==> src/pwl_lut_pkg.sv <==
package pwl_lut_pkg;

    localparam int NUM_POINTS = 31;
    localparam int LAST       = NUM_POINTS - 1;
    localparam int NUM_SEGS   = NUM_POINTS - 1;
    localparam int IDX_W      = $clog2(NUM_POINTS);

    localparam int REF_W   = 16;
    localparam int VOLT_W  = 16;
    localparam int MV_W    = 12;
    localparam int SLOPE_W = 7;
    localparam int FRAC_W  = 10;
    localparam int HALF_W  = 9;
    localparam int RECIP_W = 25;
    localparam int NUM_W   = FRAC_W + SLOPE_W + 4;
    localparam int SHIFT   = 32;
    localparam int QUO_W   = 11;

    localparam logic AXIS_LINEAR  = 1'b0;
    localparam logic AXIS_ANGULAR = 1'b1;

    typedef logic signed [REF_W-1:0] ref_t;
    typedef logic [MV_W-1:0]         mv_t;

    localparam ref_t BRK [0:NUM_POINTS-1] = '{
        -16'sd10000, -16'sd9000, -16'sd8000, -16'sd7000, -16'sd6000, -16'sd5000,
        -16'sd4000,  -16'sd3000, -16'sd2000, -16'sd1500, -16'sd1000, -16'sd800,
        -16'sd600,   -16'sd400,  -16'sd200,  16'sd0,
        16'sd200,    16'sd400,   16'sd600,   16'sd800,   16'sd1000,  16'sd1500,
        16'sd2000,   16'sd3000,  16'sd4000,  16'sd5000,  16'sd6000,  16'sd7000,
        16'sd8000,   16'sd9000,  16'sd10000
    };

    localparam mv_t LIN_MV [0:NUM_POINTS-1] = '{
        12'd1789, 12'd1868, 12'd1947, 12'd2027, 12'd2106, 12'd2185, 12'd2264, 12'd2343,
        12'd2423, 12'd2462, 12'd2502, 12'd2518, 12'd2533, 12'd2549, 12'd2565,
        12'd2689,
        12'd2813, 12'd2829, 12'd2845, 12'd2860, 12'd2876, 12'd2916, 12'd2955, 12'd3035,
        12'd3114, 12'd3193, 12'd3272, 12'd3351, 12'd3431, 12'd3510, 12'd3589
    };

    localparam mv_t ANG_MV [0:NUM_POINTS-1] = '{
        12'd2005, 12'd2067, 12'd2128, 12'd2190, 12'd2252, 12'd2313, 12'd2375, 12'd2436,
        12'd2498, 12'd2529, 12'd2559, 12'd2572, 12'd2584, 12'd2596, 12'd2609,
        12'd2705,
        12'd2801, 12'd2814, 12'd2826, 12'd2838, 12'd2851, 12'd2882, 12'd2912, 12'd2974,
        12'd3036, 12'd3097, 12'd3159, 12'd3220, 12'd3282, 12'd3344, 12'd3405
    };

    localparam logic [RECIP_W-1:0] RECIP_1000 = 25'd4294968;
    localparam logic [RECIP_W-1:0] RECIP_500  = 25'd8589935;
    localparam logic [RECIP_W-1:0] RECIP_200  = 25'd21474837;

    localparam logic [RECIP_W-1:0] SEG_RECIP [0:NUM_SEGS-1] = '{
        RECIP_1000, RECIP_1000, RECIP_1000, RECIP_1000,
        RECIP_1000, RECIP_1000, RECIP_1000, RECIP_1000,
        RECIP_500,  RECIP_500,
        RECIP_200,  RECIP_200,  RECIP_200,  RECIP_200,  RECIP_200,
        RECIP_200,  RECIP_200,  RECIP_200,  RECIP_200,  RECIP_200,
        RECIP_500,  RECIP_500,
        RECIP_1000, RECIP_1000, RECIP_1000, RECIP_1000, RECIP_1000,
        RECIP_1000, RECIP_1000, RECIP_1000
    };

    localparam logic [HALF_W-1:0] SEG_HALF [0:NUM_SEGS-1] = '{
        9'd500, 9'd500, 9'd500, 9'd500, 9'd500, 9'd500, 9'd500, 9'd500,
        9'd250, 9'd250,
        9'd100, 9'd100, 9'd100, 9'd100, 9'd100, 9'd100, 9'd100, 9'd100, 9'd100, 9'd100,
        9'd250, 9'd250,
        9'd500, 9'd500, 9'd500, 9'd500, 9'd500, 9'd500, 9'd500, 9'd500
    };

endpackage

==> src/dual_axis_piecewise_linear_lut_core.sv <==
// Two-axis piecewise-linear voltage lookup.
// Slave stream: s_tdata carries the signed reference (units of 0.0001),
// s_tuser the axis (0 linear-velocity table, 1 angular-velocity table).
// Master stream: m_tdata carries the drive voltage in 1/16 mV, m_tuser is
// set when the reference sat at or beyond either end of the table.
// Every beat in gives exactly one beat out, in order, after the stages
// segment search, table ROM read, fraction times slope, multiply
// by the reciprocal of the segment width, final add into the output register.
// The five-stage pipeline takes one beat per cycle while the output flows.
// A stall on m_tready freezes every stage at once; s_tready drops for as long
// as a result waits in the output register and the receiver holds off.
// Reset (aresetn low, synchronous) empties the pipeline; no result is lost
// or repeated across a stall. The tables are fixed; nothing needs loading.
module dual_axis_piecewise_linear_lut_core (
    input  logic        aclk,
    input  logic        aresetn,
    input  logic        s_tvalid,
    output logic        s_tready,
    input  logic [15:0] s_tdata,   // reference
    input  logic        s_tuser,   // operation
    output logic        m_tvalid,
    input  logic        m_tready,
    output logic [15:0] m_tdata,   // drive_voltage
    output logic        m_tuser    // clamped
);

    localparam int IW = pwl_lut_pkg::IDX_W;

    logic adv;

    logic v1_reg, v2_reg, v3_reg, v4_reg, vo_reg;

    logic                      op1_reg;
    pwl_lut_pkg::ref_t         x1_reg;
    logic [IW-1:0]             p1_reg;
    logic                      cl1_reg;

    pwl_lut_pkg::ref_t                    x2_reg;
    pwl_lut_pkg::ref_t                    lo2_reg;
    pwl_lut_pkg::mv_t                     base2_reg;
    logic [pwl_lut_pkg::SLOPE_W-1:0]      slope2_reg;
    logic [pwl_lut_pkg::HALF_W-1:0]       half2_reg;
    logic [pwl_lut_pkg::RECIP_W-1:0]      recip2_reg;
    logic                                 cl2_reg;

    logic [pwl_lut_pkg::NUM_W-1:0]        num3_reg;
    logic [pwl_lut_pkg::RECIP_W-1:0]      recip3_reg;
    pwl_lut_pkg::mv_t                     base3_reg;
    logic                                 cl3_reg;

    logic [pwl_lut_pkg::QUO_W-1:0]        q4_reg;
    pwl_lut_pkg::mv_t                     base4_reg;
    logic                                 cl4_reg;

    logic [pwl_lut_pkg::VOLT_W-1:0]       volt_reg;
    logic                                 clo_reg;

    pwl_lut_pkg::ref_t  x_in;
    logic               lo_in, hi_in;
    logic [IW-1:0]      cnt;
    logic [IW-1:0]      p_next;

    logic [IW-1:0]                        seg_idx;
    pwl_lut_pkg::mv_t                     mv_cur, mv_nxt;

    logic signed [pwl_lut_pkg::REF_W:0]   diff;
    logic [pwl_lut_pkg::FRAC_W-1:0]       frac;
    logic [pwl_lut_pkg::FRAC_W+pwl_lut_pkg::SLOPE_W-1:0] fs;
    logic [pwl_lut_pkg::NUM_W-1:0]        num_next;

    logic [pwl_lut_pkg::NUM_W+pwl_lut_pkg::RECIP_W-1:0] prod;

    assign adv      = !vo_reg || m_tready;
    assign s_tready = adv;
    assign m_tvalid = vo_reg;
    assign m_tdata  = volt_reg;
    assign m_tuser  = clo_reg;

    // segment search by parallel compares against the inner breakpoints
    always_comb begin
        x_in  = pwl_lut_pkg::ref_t'(s_tdata);
        lo_in = x_in <= pwl_lut_pkg::BRK[0];
        hi_in = x_in >= pwl_lut_pkg::BRK[pwl_lut_pkg::LAST];
        cnt   = '0;
        for (int j = 1; j < pwl_lut_pkg::LAST; j++) begin
            if (x_in > pwl_lut_pkg::BRK[j]) begin
                cnt = cnt + IW'(1);
            end
        end
        if (lo_in) begin
            p_next = '0;
        end else if (hi_in) begin
            p_next = IW'(pwl_lut_pkg::LAST);
        end else begin
            p_next = cnt;
        end
    end

    // table ROM read address
    always_comb begin
        mv_cur  = (op1_reg == pwl_lut_pkg::AXIS_ANGULAR) ?
                  pwl_lut_pkg::ANG_MV[p1_reg] : pwl_lut_pkg::LIN_MV[p1_reg];
        seg_idx = (p1_reg == IW'(pwl_lut_pkg::LAST)) ? '0 : p1_reg;
        mv_nxt  = (op1_reg == pwl_lut_pkg::AXIS_ANGULAR) ?
                  pwl_lut_pkg::ANG_MV[seg_idx + IW'(1)] :
                  pwl_lut_pkg::LIN_MV[seg_idx + IW'(1)];
    end

    always_comb begin
        diff     = (pwl_lut_pkg::REF_W+1)'(x2_reg) - (pwl_lut_pkg::REF_W+1)'(lo2_reg);
        frac     = cl2_reg ? '0 : diff[pwl_lut_pkg::FRAC_W-1:0];
        fs       = frac * slope2_reg;
        num_next = {fs, 4'b0000} + pwl_lut_pkg::NUM_W'(half2_reg);
        prod     = num3_reg * recip3_reg;
    end

    always_ff @(posedge aclk) begin
        if (!aresetn) begin
            v1_reg <= 1'b0;
            v2_reg <= 1'b0;
            v3_reg <= 1'b0;
            v4_reg <= 1'b0;
            vo_reg <= 1'b0;
        end else if (adv) begin
            v1_reg <= s_tvalid;
            v2_reg <= v1_reg;
            v3_reg <= v2_reg;
            v4_reg <= v3_reg;
            vo_reg <= v4_reg;
        end
    end

    always_ff @(posedge aclk) begin
        if (adv) begin
            op1_reg    <= s_tuser;
            x1_reg     <= x_in;
            p1_reg     <= p_next;
            cl1_reg    <= lo_in || hi_in;

            x2_reg     <= x1_reg;
            lo2_reg    <= pwl_lut_pkg::BRK[p1_reg];
            base2_reg  <= mv_cur;
            slope2_reg <= cl1_reg ? '0 : pwl_lut_pkg::SLOPE_W'(mv_nxt - mv_cur);
            half2_reg  <= pwl_lut_pkg::SEG_HALF[seg_idx];
            recip2_reg <= pwl_lut_pkg::SEG_RECIP[seg_idx];
            cl2_reg    <= cl1_reg;

            num3_reg   <= num_next;
            recip3_reg <= recip2_reg;
            base3_reg  <= base2_reg;
            cl3_reg    <= cl2_reg;

            q4_reg     <= prod[pwl_lut_pkg::SHIFT+pwl_lut_pkg::QUO_W-1:pwl_lut_pkg::SHIFT];
            base4_reg  <= base3_reg;
            cl4_reg    <= cl3_reg;

            volt_reg   <= {base4_reg, 4'b0000} + pwl_lut_pkg::VOLT_W'(q4_reg);
            clo_reg    <= cl4_reg;
        end
    end

endmodule

==> config.mk <==
export PLATFORM = sky130hd
export DESIGN_NAME = dual_axis_piecewise_linear_lut_core
export DESIGN_NICKNAME = d
export VERILOG_FILES = /design/src/pwl_lut_pkg.sv /design/src/dual_axis_piecewise_linear_lut_core.sv
export SDC_FILE = /design/constraint.sdc
export NUM_CORES = 1
export LEC_CHECK = 0
export BUFFER_PORTS_ARGS = -buffer_cell sky130_fd_sc_hd__buf_4
export CAP_MARGIN = 20
export CORE_MARGIN = 2
export CORE_UTILIZATION = 60
export CTS_BUF_LIST = sky130_fd_sc_hd__clkbuf_16
export DETAILED_ROUTE_END_ITERATION = 16
export GPL_TIMING_DRIVEN = 0
export MAX_ROUTING_LAYER = met4
export PLACE_DENSITY = 0.75
export SYNTH_ARGS = -nofsm -noshare
export SYNTH_HDL_FRONTEND = slang
export SYNTH_SLANG_ARGS = --single-unit
==> constraint.sdc <==
create_clock -name aclk -period 22 [get_ports aclk]
set_input_delay 2.2 -clock aclk [delete_from_list [all_inputs] [get_ports aclk]]
set_output_delay 2.2 -clock aclk [all_outputs]
set_load 0.05 [all_outputs]
==> Yosys cells after proc, flatten, opt, wreduce, memory -nomap -nowiden <==
Memory sizes are Yosys's and may differ from the RTL's. A register that Yosys moved wholly into a read port is not among the register bits.
Cells that the tools add are included.
{ "totals": {"mem_count": 7, "out_inout_bits": 19, "romBits": 3136, "ff_bits": 152} }
{ "op_classes": {"n_reduce_logical": 4, "mux": 42, "multipliers": 2, "n_addsub": 33, "eq_ne": 1, "n_lt_le_gt_ge": 33, "bitwise": 3} }
{ "mem_list": {"columns": ["memory", "depth", "word_bits", "rd", "rd_ports_with_merged_regs", "wr", "line", "text"], "rows": [
  ["(no name shown)", 32, 25, 1, 1, 0, "dual_axis_piecewise_linear_lut_core.sv:145", "recip2_reg <= pwl_lut_pkg::SEG_RECIP[seg_idx];"],
  ["(no name shown)", 32, 16, 1, 1, 0, "dual_axis_piecewise_linear_lut_core.sv:141", "lo2_reg <= pwl_lut_pkg::BRK[p1_reg];"],
  ["(no name shown)", 32, 12, 1, 0, 0, "dual_axis_piecewise_linear_lut_core.sv:106", "pwl_lut_pkg::LIN_MV[seg_idx + IW'(1)];"],
  ["(no name shown)", 32, 12, 1, 0, 0, "dual_axis_piecewise_linear_lut_core.sv:105", "pwl_lut_pkg::ANG_MV[seg_idx + IW'(1)] :"],
  ["(no name shown)", 32, 12, 1, 0, 0, "dual_axis_piecewise_linear_lut_core.sv:102", "pwl_lut_pkg::ANG_MV[p1_reg] : pwl_lut_pkg::LIN_MV[p1_reg];"],
  ["(no name shown)", 32, 12, 1, 0, 0, "dual_axis_piecewise_linear_lut_core.sv:102", null],
  ["1 more memories", null, null, null, null, null, null, null]
]} }
{ "ops": {"columns": ["operator", "n"], "rows": [
  ["$mux 5", 30],
  ["$add 5x1->5 const B", 29],
  ["$gt 16x14->1 const B", 8],
  ["$gt 16x11->1 const B", 6],
  ["$gt 16x12->1 const B", 4],
  ["$gt 16x13->1 const B", 4],
  ["$mux 12", 5],
  ["$mul 21x25->43", 1],
  ["$mux 7", 5],
  ["$gt 16x10->1 const B", 2],
  ["$gt 16x15->1 const B", 2],
  ["$gt 16x9->1 const B", 2],
  ["$add 21x9->21", 1],
  ["$not 5->6", 3],
  ["$mul 10x7->17", 1],
  ["$add 16x11->16", 1],
  ["$ge 16x15->1 const B", 1],
  ["$gt 16x1->1 const B", 1],
  ["$le 16x15->1 const B", 1],
  ["$ge 6x6->1 const B", 2],
  ["$mux 10", 1],
  ["$sub 10x10->10", 1],
  ["$sub 7x7->7", 1],
  ["$eq 5x5->1 const B", 1],
  ["4 further kinds", 5]
]} }

==> Depth between registers and ports, before layout <==
Gate-level depths: netlist of the first run.
{ "depth": {"ltp_word": 59, "mapped_depth": 98, "ltp_nobuf": 95} }

==> Worst setup path after synthesis of the first run <==
OpenSTA, ideal clock, no wires.
{ "synth_timing": {"kind": "input port to flip-flop", "start": "input port s_tdata[15]", "end": "register p1_reg[4], data pin", "arrival_time_ns": 19.637, "path_slack_ns": 2.109, "cell_stages": 96, "setup_time_ns": 0.255, "path_buffers": 4, "path_cell_list": "clkbuf_1 > clkbuf_1 > buf_1 > clkbuf_1 > nand3_1 > nor2_1 > a31oi_1 > o21ai_0 > ha_1 > a21boi_1 > or2_2 > ha_1 > nand2_1 > o31ai_1 > ha_1 > inv_1 > a21oi_1 > ha_1 > [... 60 more ...] > nand2_1 > o21a_1 > o31ai_1 > ha_1 > mux2_2 > ha_1 > mux2_2 > ha_1 > mux2_2 > ha_1 > mux2_2 > ha_1 > mux2_2 > ha_1 > nand2_1 > nor3_2 > xnor3_1 > nand2_1"} }
{ "synth_between": {"elab_chain_len": 59, "elab_cells_between_ends": 89} }
{ "synth_rtl": {"columns": ["item", "line", "text"], "rows": [
  ["from (decl)", "dual_axis_piecewise_linear_lut_core.sv:19", "input logic [15:0] s_tdata,"],
  ["$gt 16x15->1", "dual_axis_piecewise_linear_lut_core.sv:86", "if (x_in > pwl_lut_pkg::BRK[j]) begin"],
  ["$mux 1", "dual_axis_piecewise_linear_lut_core.sv:86", null],
  ["$add 5x1->5", "dual_axis_piecewise_linear_lut_core.sv:87", "cnt = cnt + IW'(1);"],
  ["$mux 5", "dual_axis_piecewise_linear_lut_core.sv:86", null],
  ["$add 5x1->5", "dual_axis_piecewise_linear_lut_core.sv:87", null],
  ["$mux 5", "dual_axis_piecewise_linear_lut_core.sv:86", null],
  ["$add 5x1->5", "dual_axis_piecewise_linear_lut_core.sv:87", null],
  ["$mux 5", "dual_axis_piecewise_linear_lut_core.sv:86", null],
  ["[... 43 more ...]", null, null],
  ["$mux 5", "dual_axis_piecewise_linear_lut_core.sv:86", null],
  ["$add 5x1->5", "dual_axis_piecewise_linear_lut_core.sv:87", null],
  ["$mux 5", "dual_axis_piecewise_linear_lut_core.sv:86", null],
  ["$add 5x1->5", "dual_axis_piecewise_linear_lut_core.sv:87", null],
  ["$mux 5", "dual_axis_piecewise_linear_lut_core.sv:86", null],
  ["$add 5x1->5", "dual_axis_piecewise_linear_lut_core.sv:87", null],
  ["$mux 5", "dual_axis_piecewise_linear_lut_core.sv:86", null],
  ["$mux 5", "dual_axis_piecewise_linear_lut_core.sv:92", "end else if (hi_in) begin"],
  ["to (signal assigned)", "dual_axis_piecewise_linear_lut_core.sv:137", "p1_reg <= p_next;"],
  ["to (decl)", "dual_axis_piecewise_linear_lut_core.sv:35", "logic [IW-1:0] p1_reg;"]
]} }
Parallel ways exist; a longest one is shown, timed or not.
A chain may end at the register's enable or synchronous reset.

==> Worst setup path in the final report of the first run <==
{ "layout_timing": {"start": "input port s_tdata[5]", "end": "register p1_reg[4], data pin"} }
The elaborated chain is that of the path after synthesis.

==> impl_metrics.json, run 1 <==
{
  "status": "finished, final reports clean",
  "final_core_util": 0.645,
  "cap_violations": 0,
  "nets": 3368,
  "crit_buf_inv": 7,
  "slew_violations": 0,
  "yosys_most_used_dff": "edfxtp_1",
  "cp.required_ns": 22.19,
  "ys_ff_latch": 143,
  "setup_ws_ns": 1.08,
  "ys_top_cells_by_area": "fa_1 (27%), edfxtp_1 (16%), ha_1 (16%), inv_1 (6.3%), nand2_1 (3.2%)",
  "rsz0062_at_grt": "false",
  "cts_tree": "built",
  "post-route-min-period_ns": 20.92,
  "cts.sinks": 143,
  "end_kind": "register",
  "synth_edf_count": 138,
  "area_growth_pct": 6.54,
  "fin_skew_ns": 0.00992,
  "critPathLaunchType": "input port",
  "finalHoldViolCount": 0,
  "vias": 19400,
  "htree_levels": 4,
  "portBuffers": 38,
  "dieHeight_um": 210,
  "cts_root_buf": "clkbuf_16",
  "track_usage": 0.326,
  "numCtsBuffers": 17,
  "crit_type": "input port to register",
  "drc_errors": 0,
  "fin_crit_sh": 0.951,
  "critical_path.top_delay_family": "adder cells",
  "place_area_mm2": 0.0264,
  "r2r_slack_ns": 12.31,
  "setup_tns_ns": 0,
  "worstSkewPairLatency_ns": 0.44,
  "gp_congestion": 1.02,
  "max_clock_freq_mhz": 47.8,
  "ios": 40,
  "synthArstFlopShare": 0,
  "path_depth": 92,
  "antenna_cells": 0,
  "critPathArrivalTime_ns": 21.11,
  "antenna_found_initial": 0,
  "syn-num-nets": 3311,
  "ys_seq_area_frac": 0.167,
  "placementRows": 75,
  "cpMaxStageDelayCell": "nor4bb_1",
  "cpMostUsedCell": "ha_1",
  "dieArea_mm2": 0.0439,
  "slew_headroom": 0.350,
  "wirelength_um": 67500,
  "start_util": 0.605,
  "drt_iter0_drc": 1437,
  "grt_overflow": 0,
  "stdcell_area_mm2": 0.0270,
  "crit_fanout": 18,
  "postSynthCellCount": 2630,
  "grt_pass1_wl_um": 107000,
  "antenna_left": 0,
  "avgSynthCellArea_um2": 9.63,
  "wl_per_cell_um": 20.8,
  "dp_hpwl_um": 55700,
  "reg2reg_from": "num3_reg[3]$_DFFE_PP_",
  "synth_top_area_share": 0.273,
  "largest_reg_flops": 19,
  "worst_setup_hold_path_clk_slew_ns": 0.07,
  "netlist_area_mm2": 0.0253,
  "preCtsSetupSlack_ns": -0.468,
  "netlist-cell-type-count": 92,
  "final-setup-viol-count": 0,
  "synth.largest_area_cell": "fa_1",
  "ctsHoldBuffers": 0,
  "r2r-end": "q4_reg[10]$_DFFE_PP_",
  "grt_pass1_vias": 20100,
  "worstSetupStartpoint": "s_tdata[5]",
  "ff2ff_path_depth": 32,
  "crit_end": "p1_reg[4]$_SDFFCE_PP0P_",
  "worstHoldPathType": "register to register",
  "fp.dieW_um": 210,
  "dr.pass1.iters": 5,
  "via_per_inst": 5.99,
  "worst_pin_slew_ns": 0.968,
  "core_mm2": 0.0419,
  "critPathMaxStageDelay_ns": 0.81,
  "ys_warn_count": 0,
  "final_cell_mix": "inv_1 (423), fa_1 (345), ha_1 (315), nand2_1 (217), nor2_1 (142)",
  "clk_path_buf_depth": 2,
  "final_common_cell": "inv_1",
  "grt_max_degree": 56,
  "drive_above_1_share": 0.0526
}
per-layer routing:
| metal | global-route usage | share of wire |
|---|---|---|
| met4 | 0.135 | 0.043 |
| met3 | 0.0447 | 0.062 |
| met1 | 0.407 | 0.40 |
| met5 | - | 0 |
| met2 | 0.540 | 0.49 |
worst register-to-register path: cells and delay by family, from the launching register on:
family | cells | cell delay (ns)
AO/OA/AOI/OAI | 14 | 3.11
buffers and inverters | 4 | 0.52
XOR/XNOR | 1 | 0.09
flip-flops | 1 | 0.70
adder cells (fa/ha/maj) | 9 | 4.78
AND/OR/NAND/NOR | 4 | 0.25
worst min-delay path by stage:
stage	start	endpoint	slack, ns	cells after the start
floorplan	base2_reg[0]$_DFFE_PP_	base3_reg[0]$_DFFE_PP_	0.40	0
global placement	base3_reg[11]$_DFFE_PP_	base4_reg[11]$_DFFE_PP_	0.40	0
detailed placement	base3_reg[2]$_DFFE_PP_	base4_reg[2]$_DFFE_PP_	0.40	0
CTS	recip2_reg[17]$_DFFE_PP_	recip3_reg[17]$_DFFE_PP_	0.42	0
global route	base3_reg[9]$_DFFE_PP_	base4_reg[9]$_DFFE_PP_	0.42	0
finish	recip2_reg[17]$_DFFE_PP_	recip3_reg[17]$_DFFE_PP_	0.42	0
cell usage after synthesis (all sizes together) (5+ instances only):
master    n
a311oi    7
a31oi    14
o31ai    12
nor3b     5
o211ai   10
buf      21
mux2     11
o21ai    83
a221oi   11
a21oi   113
dfxtp     5
or2       9
nand4    19
nand3    46
o21a      8
xor2     54
o311ai    6
or3      10
o31a      8
fa      345
nand2   217
o22ai    13
ha      315
clkbuf   63
nor4     13
nand2b   28
o221ai    7
nor2b    30
nor2    143
and2    128
edfxtp  138
nor3     35
xnor2    90
and3     14
xnor3    12
a21o     28
a211oi   10
nand3b    5
a21boi   10
inv     425
mux2i    22
o21bai   21
a41oi     5
repair_timing:
action	CTS	global route
endpoints found under the setup margin	1	4
buffers inserted	0	1
gates resized for setup	1	22
hold endpoints to repair	0	0
through the flow:
step,hold WS (ns),instances
floorplan,0.400,2630
global placement,0.400,3207
detailed placement,0.405,3209
CTS,0.417,3241
global route,0.423,3239
finish,0.417,3239
layout make-up:
class	instances	area [µm²]
fill	3445	14900
clock buffer	17	425
timing repair buffer	41	340
multi-input combinational	1977	19200
buffer	81	333
inverter	426	1600
tap	539	674
clock inverter	15	166
sequential	143	4240
cell families (layout without fill, tap and decap cells):
kind of cell | Yosys count | after routing | synth area share
AND/OR/NAND/NOR | 716 | 716 | 0.141
adder cells (fa/ha/maj) | 660 | 660 | 0.428
buffers and inverters | 510 | 580 | 0.0761
AO/OA/AOI/OAI | 407 | 407 | 0.105
XOR/XNOR | 157 | 157 | 0.0651
flip-flops | 143 | 143 | 0.167
multiplexers | 37 | 37 | 0.0171
Power of run 1 is not shown: default switching activity piles up to over one toggle a cycle in this logic, so the estimate is an artifact.
==> run 2, diff against run 1 <==
- CORE_MARGIN: 2 -> not set
==> impl_metrics.json, run 2 (synthesized netlist as in run 1, its figures left out) <==
{
  "cts_resized": 0,
  "final_common_cell": "inv_1",
  "postCtsSetupRepairBufs": 0,
  "cts.sinks": 143,
  "gp_congestion": 1.03,
  "antenna_left": 0,
  "grt_overflow": 0,
  "stdcell_area_mm2": 0.0270,
  "slew_violations": 0,
  "nets": 3366,
  "dieArea_mm2": 0.0431,
  "place_area_mm2": 0.0263,
  "worst_pin_slew_ns": 1.02,
  "clk_path_buf_depth": 2,
  "worstSetupStartpoint": "s_tdata[6]",
  "slew_headroom": 0.317,
  "start_util": 0.615,
  "core_mm2": 0.0412,
  "cp.required_ns": 22.20,
  "track_usage": 0.327,
  "cts_root_buf": "clkbuf_16",
  "vias": 19300,
  "fp.dieW_um": 208,
  "max_clock_freq_mhz": 47.7,
  "reg2reg_from": "num3_reg[3]$_DFFE_PP_",
  "dieHeight_um": 208,
  "area_growth_pct": 6.54,
  "wirelength_um": 66200,
  "crit_fanout": 10,
  "final_core_util": 0.655,
  "worstHoldStart": "base3_reg[10]$_DFFE_PP_",
  "cpMaxStageDelayCell": "ha_1",
  "portBuffers": 38,
  "critPathLaunchType": "input port",
  "final-setup-viol-count": 0,
  "cap_violations": 0,
  "dp_hpwl_um": 54800,
  "worstHoldPathType": "register to register",
  "worst_setup_hold_path_clk_slew_ns": 0.07,
  "dr.pass1.iters": 6,
  "via_per_inst": 5.99,
  "grt_pass1_vias": 20200,
  "status": "finished, final reports clean",
  "fin_crit_sh": 0.952,
  "post-route-min-period_ns": 20.94,
  "worstSkewPairLatency_ns": 0.44,
  "cpMostUsedCell": "ha_1",
  "setup_tns_ns": 0,
  "largest_reg_flops": 19,
  "critPathMaxStageDelay_ns": 0.36,
  "cts_tree": "built",
  "critPathArrivalTime_ns": 21.14,
  "drive_above_1_share": 0.0511,
  "fillers": 3323,
  "crit_type": "input port to register",
  "numCtsBuffers": 17,
  "placementRows": 74,
  "finalHoldViolCount": 0,
  "wl_per_cell_um": 20.5,
  "end_kind": "register",
  "ctsHoldBuffers": 0,
  "seq_area_mm2": 0.00424,
  "htree_levels": 4,
  "drc_errors": 0,
  "ios": 40,
  "whs_ns": 0.415,
  "drt_iter0_drc": 1750,
  "rsz0062_at_grt": "false",
  "antenna_found_initial": 0,
  "antenna_cells": 0,
  "final_cell_mix": "inv_1 (424), fa_1 (345), ha_1 (315), nand2_1 (217), nor2_1 (141)",
  "grt_max_degree": 71,
  "multi_input_area_mm2": 0.0192,
  "fin_skew_ns": 0.0174,
  "grt_pass1_wl_um": 107000
}
==> run 2: changes by cell type in the layout (fill, tap and decap cells not counted), sizes merged <==
cell	previous run	this run
buf	63	61
bufinv	1	3
clkinv	3	2
clkinvlp	2	3
inv	435	433
==> run 2: layer usage <==
layer,vias to the layer above,global-route usage,part of all wire
li1,8910,-,-
met1,9384,0.408,0.41
met2,837,0.531,0.48
met3,212,0.0428,0.066
met4,0,0.150,0.049
met5,-,-,0
==> run 2: area by class of cell <==
type	instances	share of cell area
multi-input cells	1977	0.711
flip-flops and latches	143	0.157
inverters	426	0.0592
well taps	532	0.0247
clock buffers	17	0.0158
repair buffers	40	0.0126
plain buffers	80	0.0124
clock inverters	15	0.00728
==> run 2: critical path, delay by kind of cell <==
kind                       cells  cell delay (ns)
adders and majority gates     27             8.03
and+or+nand+nor               34             4.64
AOI/OAI and AO/OA             17             2.69
muxes                          8             2.19
buffers and inverters          9             1.03
xor gates and xnor gates       1             0.34
==> run 2: worst paths after layout <==
path / end / slack, ns / cells past startpoint
min reg2reg: base4_reg[10]$_DFFE_PP_ / 0.42 / 0
max reg2reg: q4_reg[10]$_DFFE_PP_ / 12.29 / 32
max: p1_reg[4]$_SDFFCE_PP0P_ / 1.06 / 96
min: base4_reg[10]$_DFFE_PP_ / 0.42 / 0
==> run 2: per-stage QoR <==
| step | worst slack, ns | cells |
|---|---|---|
| after floorplan | 2.11 | 2630 |
| after global placement | 0.110 | 3200 |
| after detailed placement | -0.384 | 3202 |
| after CTS | 0.0117 | 3234 |
| after global routing | 0.0134 | 3230 |
| final | 1.06 | 3230 |
Power of run 2 is left out for the same reason.
==> run 3, diff against run 2 <==
- clock period: 22 -> 20.5 ns (I/O delays scaled with it)
==> impl_metrics.json, run 3 (synthesized netlist as in run 1, its figures left out) <==
{
  "dr.pass1.iters": 6,
  "worst_pin_slew_ns": 1.02,
  "dieArea_mm2": 0.0431,
  "worstSkewPairLatency_ns": 0.44,
  "cts_tree": "built",
  "crit_type": "input port to register",
  "end_kind": "register",
  "cpMaxStageDelayCell": "nor4bb_1",
  "fp.dieW_um": 208,
  "wirelength_um": 66600,
  "whs_ns": 0.415,
  "fin_crit_sh": 0.963,
  "antenna_cells": 0,
  "cts.sinks": 143,
  "worst_setup_hold_path_clk_slew_ns": 0.07,
  "slew_violations": 0,
  "worstHoldPathType": "register to register",
  "final_core_util": 0.664,
  "post-route-min-period_ns": 19.74,
  "r2r-end": "q4_reg[10]$_DFFE_PP_",
  "crit_end": "p1_reg[4]$_SDFFCE_PP0P_",
  "gp_congestion": 1.03,
  "ios": 40,
  "dp_hpwl_um": 54800,
  "final_common_cell": "inv_1",
  "start_util": 0.615,
  "via_per_inst": 6.00,
  "ff2ff_path_depth": 32,
  "nets": 3382,
  "critPathLaunchType": "input port",
  "drive_above_1_share": 0.0700,
  "drc_errors": 0,
  "wl_per_cell_um": 20.5,
  "clk_path_buf_depth": 2,
  "reg2reg_from": "num3_reg[2]$_DFFE_PP_",
  "grt_overflow": 0,
  "cts_root_buf": "clkbuf_16",
  "track_usage": 0.327,
  "finalHoldViolCount": 0,
  "ctsHoldBuffers": 0,
  "fillers": 3282,
  "cap_violations": 0,
  "status": "finished, final reports clean",
  "grt_max_degree": 71,
  "antenna_left": 0,
  "max_clock_freq_mhz": 50.7,
  "worstSetupStartpoint": "s_tdata[6]",
  "slew_headroom": 0.316,
  "largest_reg_flops": 19,
  "stdcell_area_mm2": 0.0274,
  "crit_buf_inv": 7,
  "fin_skew_ns": 0.0171,
  "portBuffers": 38,
  "cpMostUsedCell": "ha_1",
  "grt_pass1_wl_um": 107000,
  "final_cell_mix": "inv_1 (422), fa_1 (345), ha_1 (312), nand2_1 (211), edfxtp_1 (138)",
  "path_depth": 90,
  "area_growth_pct": 7.94,
  "vias": 19500,
  "placementRows": 74,
  "htree_levels": 4,
  "core_mm2": 0.0412,
  "r2r_slack_ns": 10.82,
  "drt_iter0_drc": 1674,
  "cp.required_ns": 20.70,
  "place_area_mm2": 0.0263,
  "dieHeight_um": 208,
  "grt_pass1_vias": 20300,
  "critical_path.top_delay_family": "adder cells",
  "final-setup-viol-count": 0,
  "setup_tns_ns": 0,
  "critPathArrivalTime_ns": 19.94,
  "numCtsBuffers": 17,
  "crit_fanout": 9,
  "critPathMaxStageDelay_ns": 0.73,
  "antenna_found_initial": 0
}
==> run 3: layout make-up <==
class | count | area (µm²) | area share
Multi-Input combinational cell | 1977 | 19400 | 0.708
Sequential cell | 143 | 4240 | 0.155
Inverter | 426 | 1600 | 0.0586
Tap cell | 532 | 666 | 0.0243
Timing Repair Buffer | 59 | 483 | 0.0177
Clock buffer | 17 | 425 | 0.0156
Buffer | 77 | 365 | 0.0134
Clock inverter | 15 | 196 | 0.00718
==> run 3: routing by layer <==
layer	global-route usage	up-vias	share of wire
li1	-	8924	-
met1	0.408	9495	0.40
met2	0.532	864	0.48
met3	0.0425	201	0.070
met4	0.151	0	0.050
met5	-	-	0
==> run 3: through the flow <==
stage | setup slack (ns) | cells
global placement | -1.24 | 3200
global route | -0.0145 | 3246
floorplan | 0.759 | 2630
finish | 0.765 | 3246
detailed placement | -1.73 | 3202
CTS | 0.0297 | 3234
==> run 3: repair_timing <==
item                                    in CTS  in global routing
buffers inserted                             2                 17
endpoints found under the hold margin        0                  0
endpoints found under the setup margin       4                  4
gates cloned                                 0                  0
resized for setup                           20                 68
pin swaps                                    1                 23
==> run 3: how the worst min path moves through the flow <==
stage                               end                      from  slack (ns)  cells after the start
6_report        base4_reg[10]$_DFFE_PP_   base3_reg[10]$_DFFE_PP_        0.41                      0
5_1_grt          base4_reg[8]$_DFFE_PP_    base3_reg[8]$_DFFE_PP_        0.42                      0
4_1_cts         base4_reg[10]$_DFFE_PP_   base3_reg[10]$_DFFE_PP_        0.42                      0
3_5_place_dp    base3_reg[10]$_DFFE_PP_   base2_reg[10]$_DFFE_PP_        0.40                      0
3_3_place_gp   recip3_reg[17]$_DFFE_PP_  recip2_reg[17]$_DFFE_PP_        0.40                      0
2_1_floorplan    base3_reg[0]$_DFFE_PP_    base2_reg[0]$_DFFE_PP_        0.40                      0
Power of run 3 is left out for the same reason.
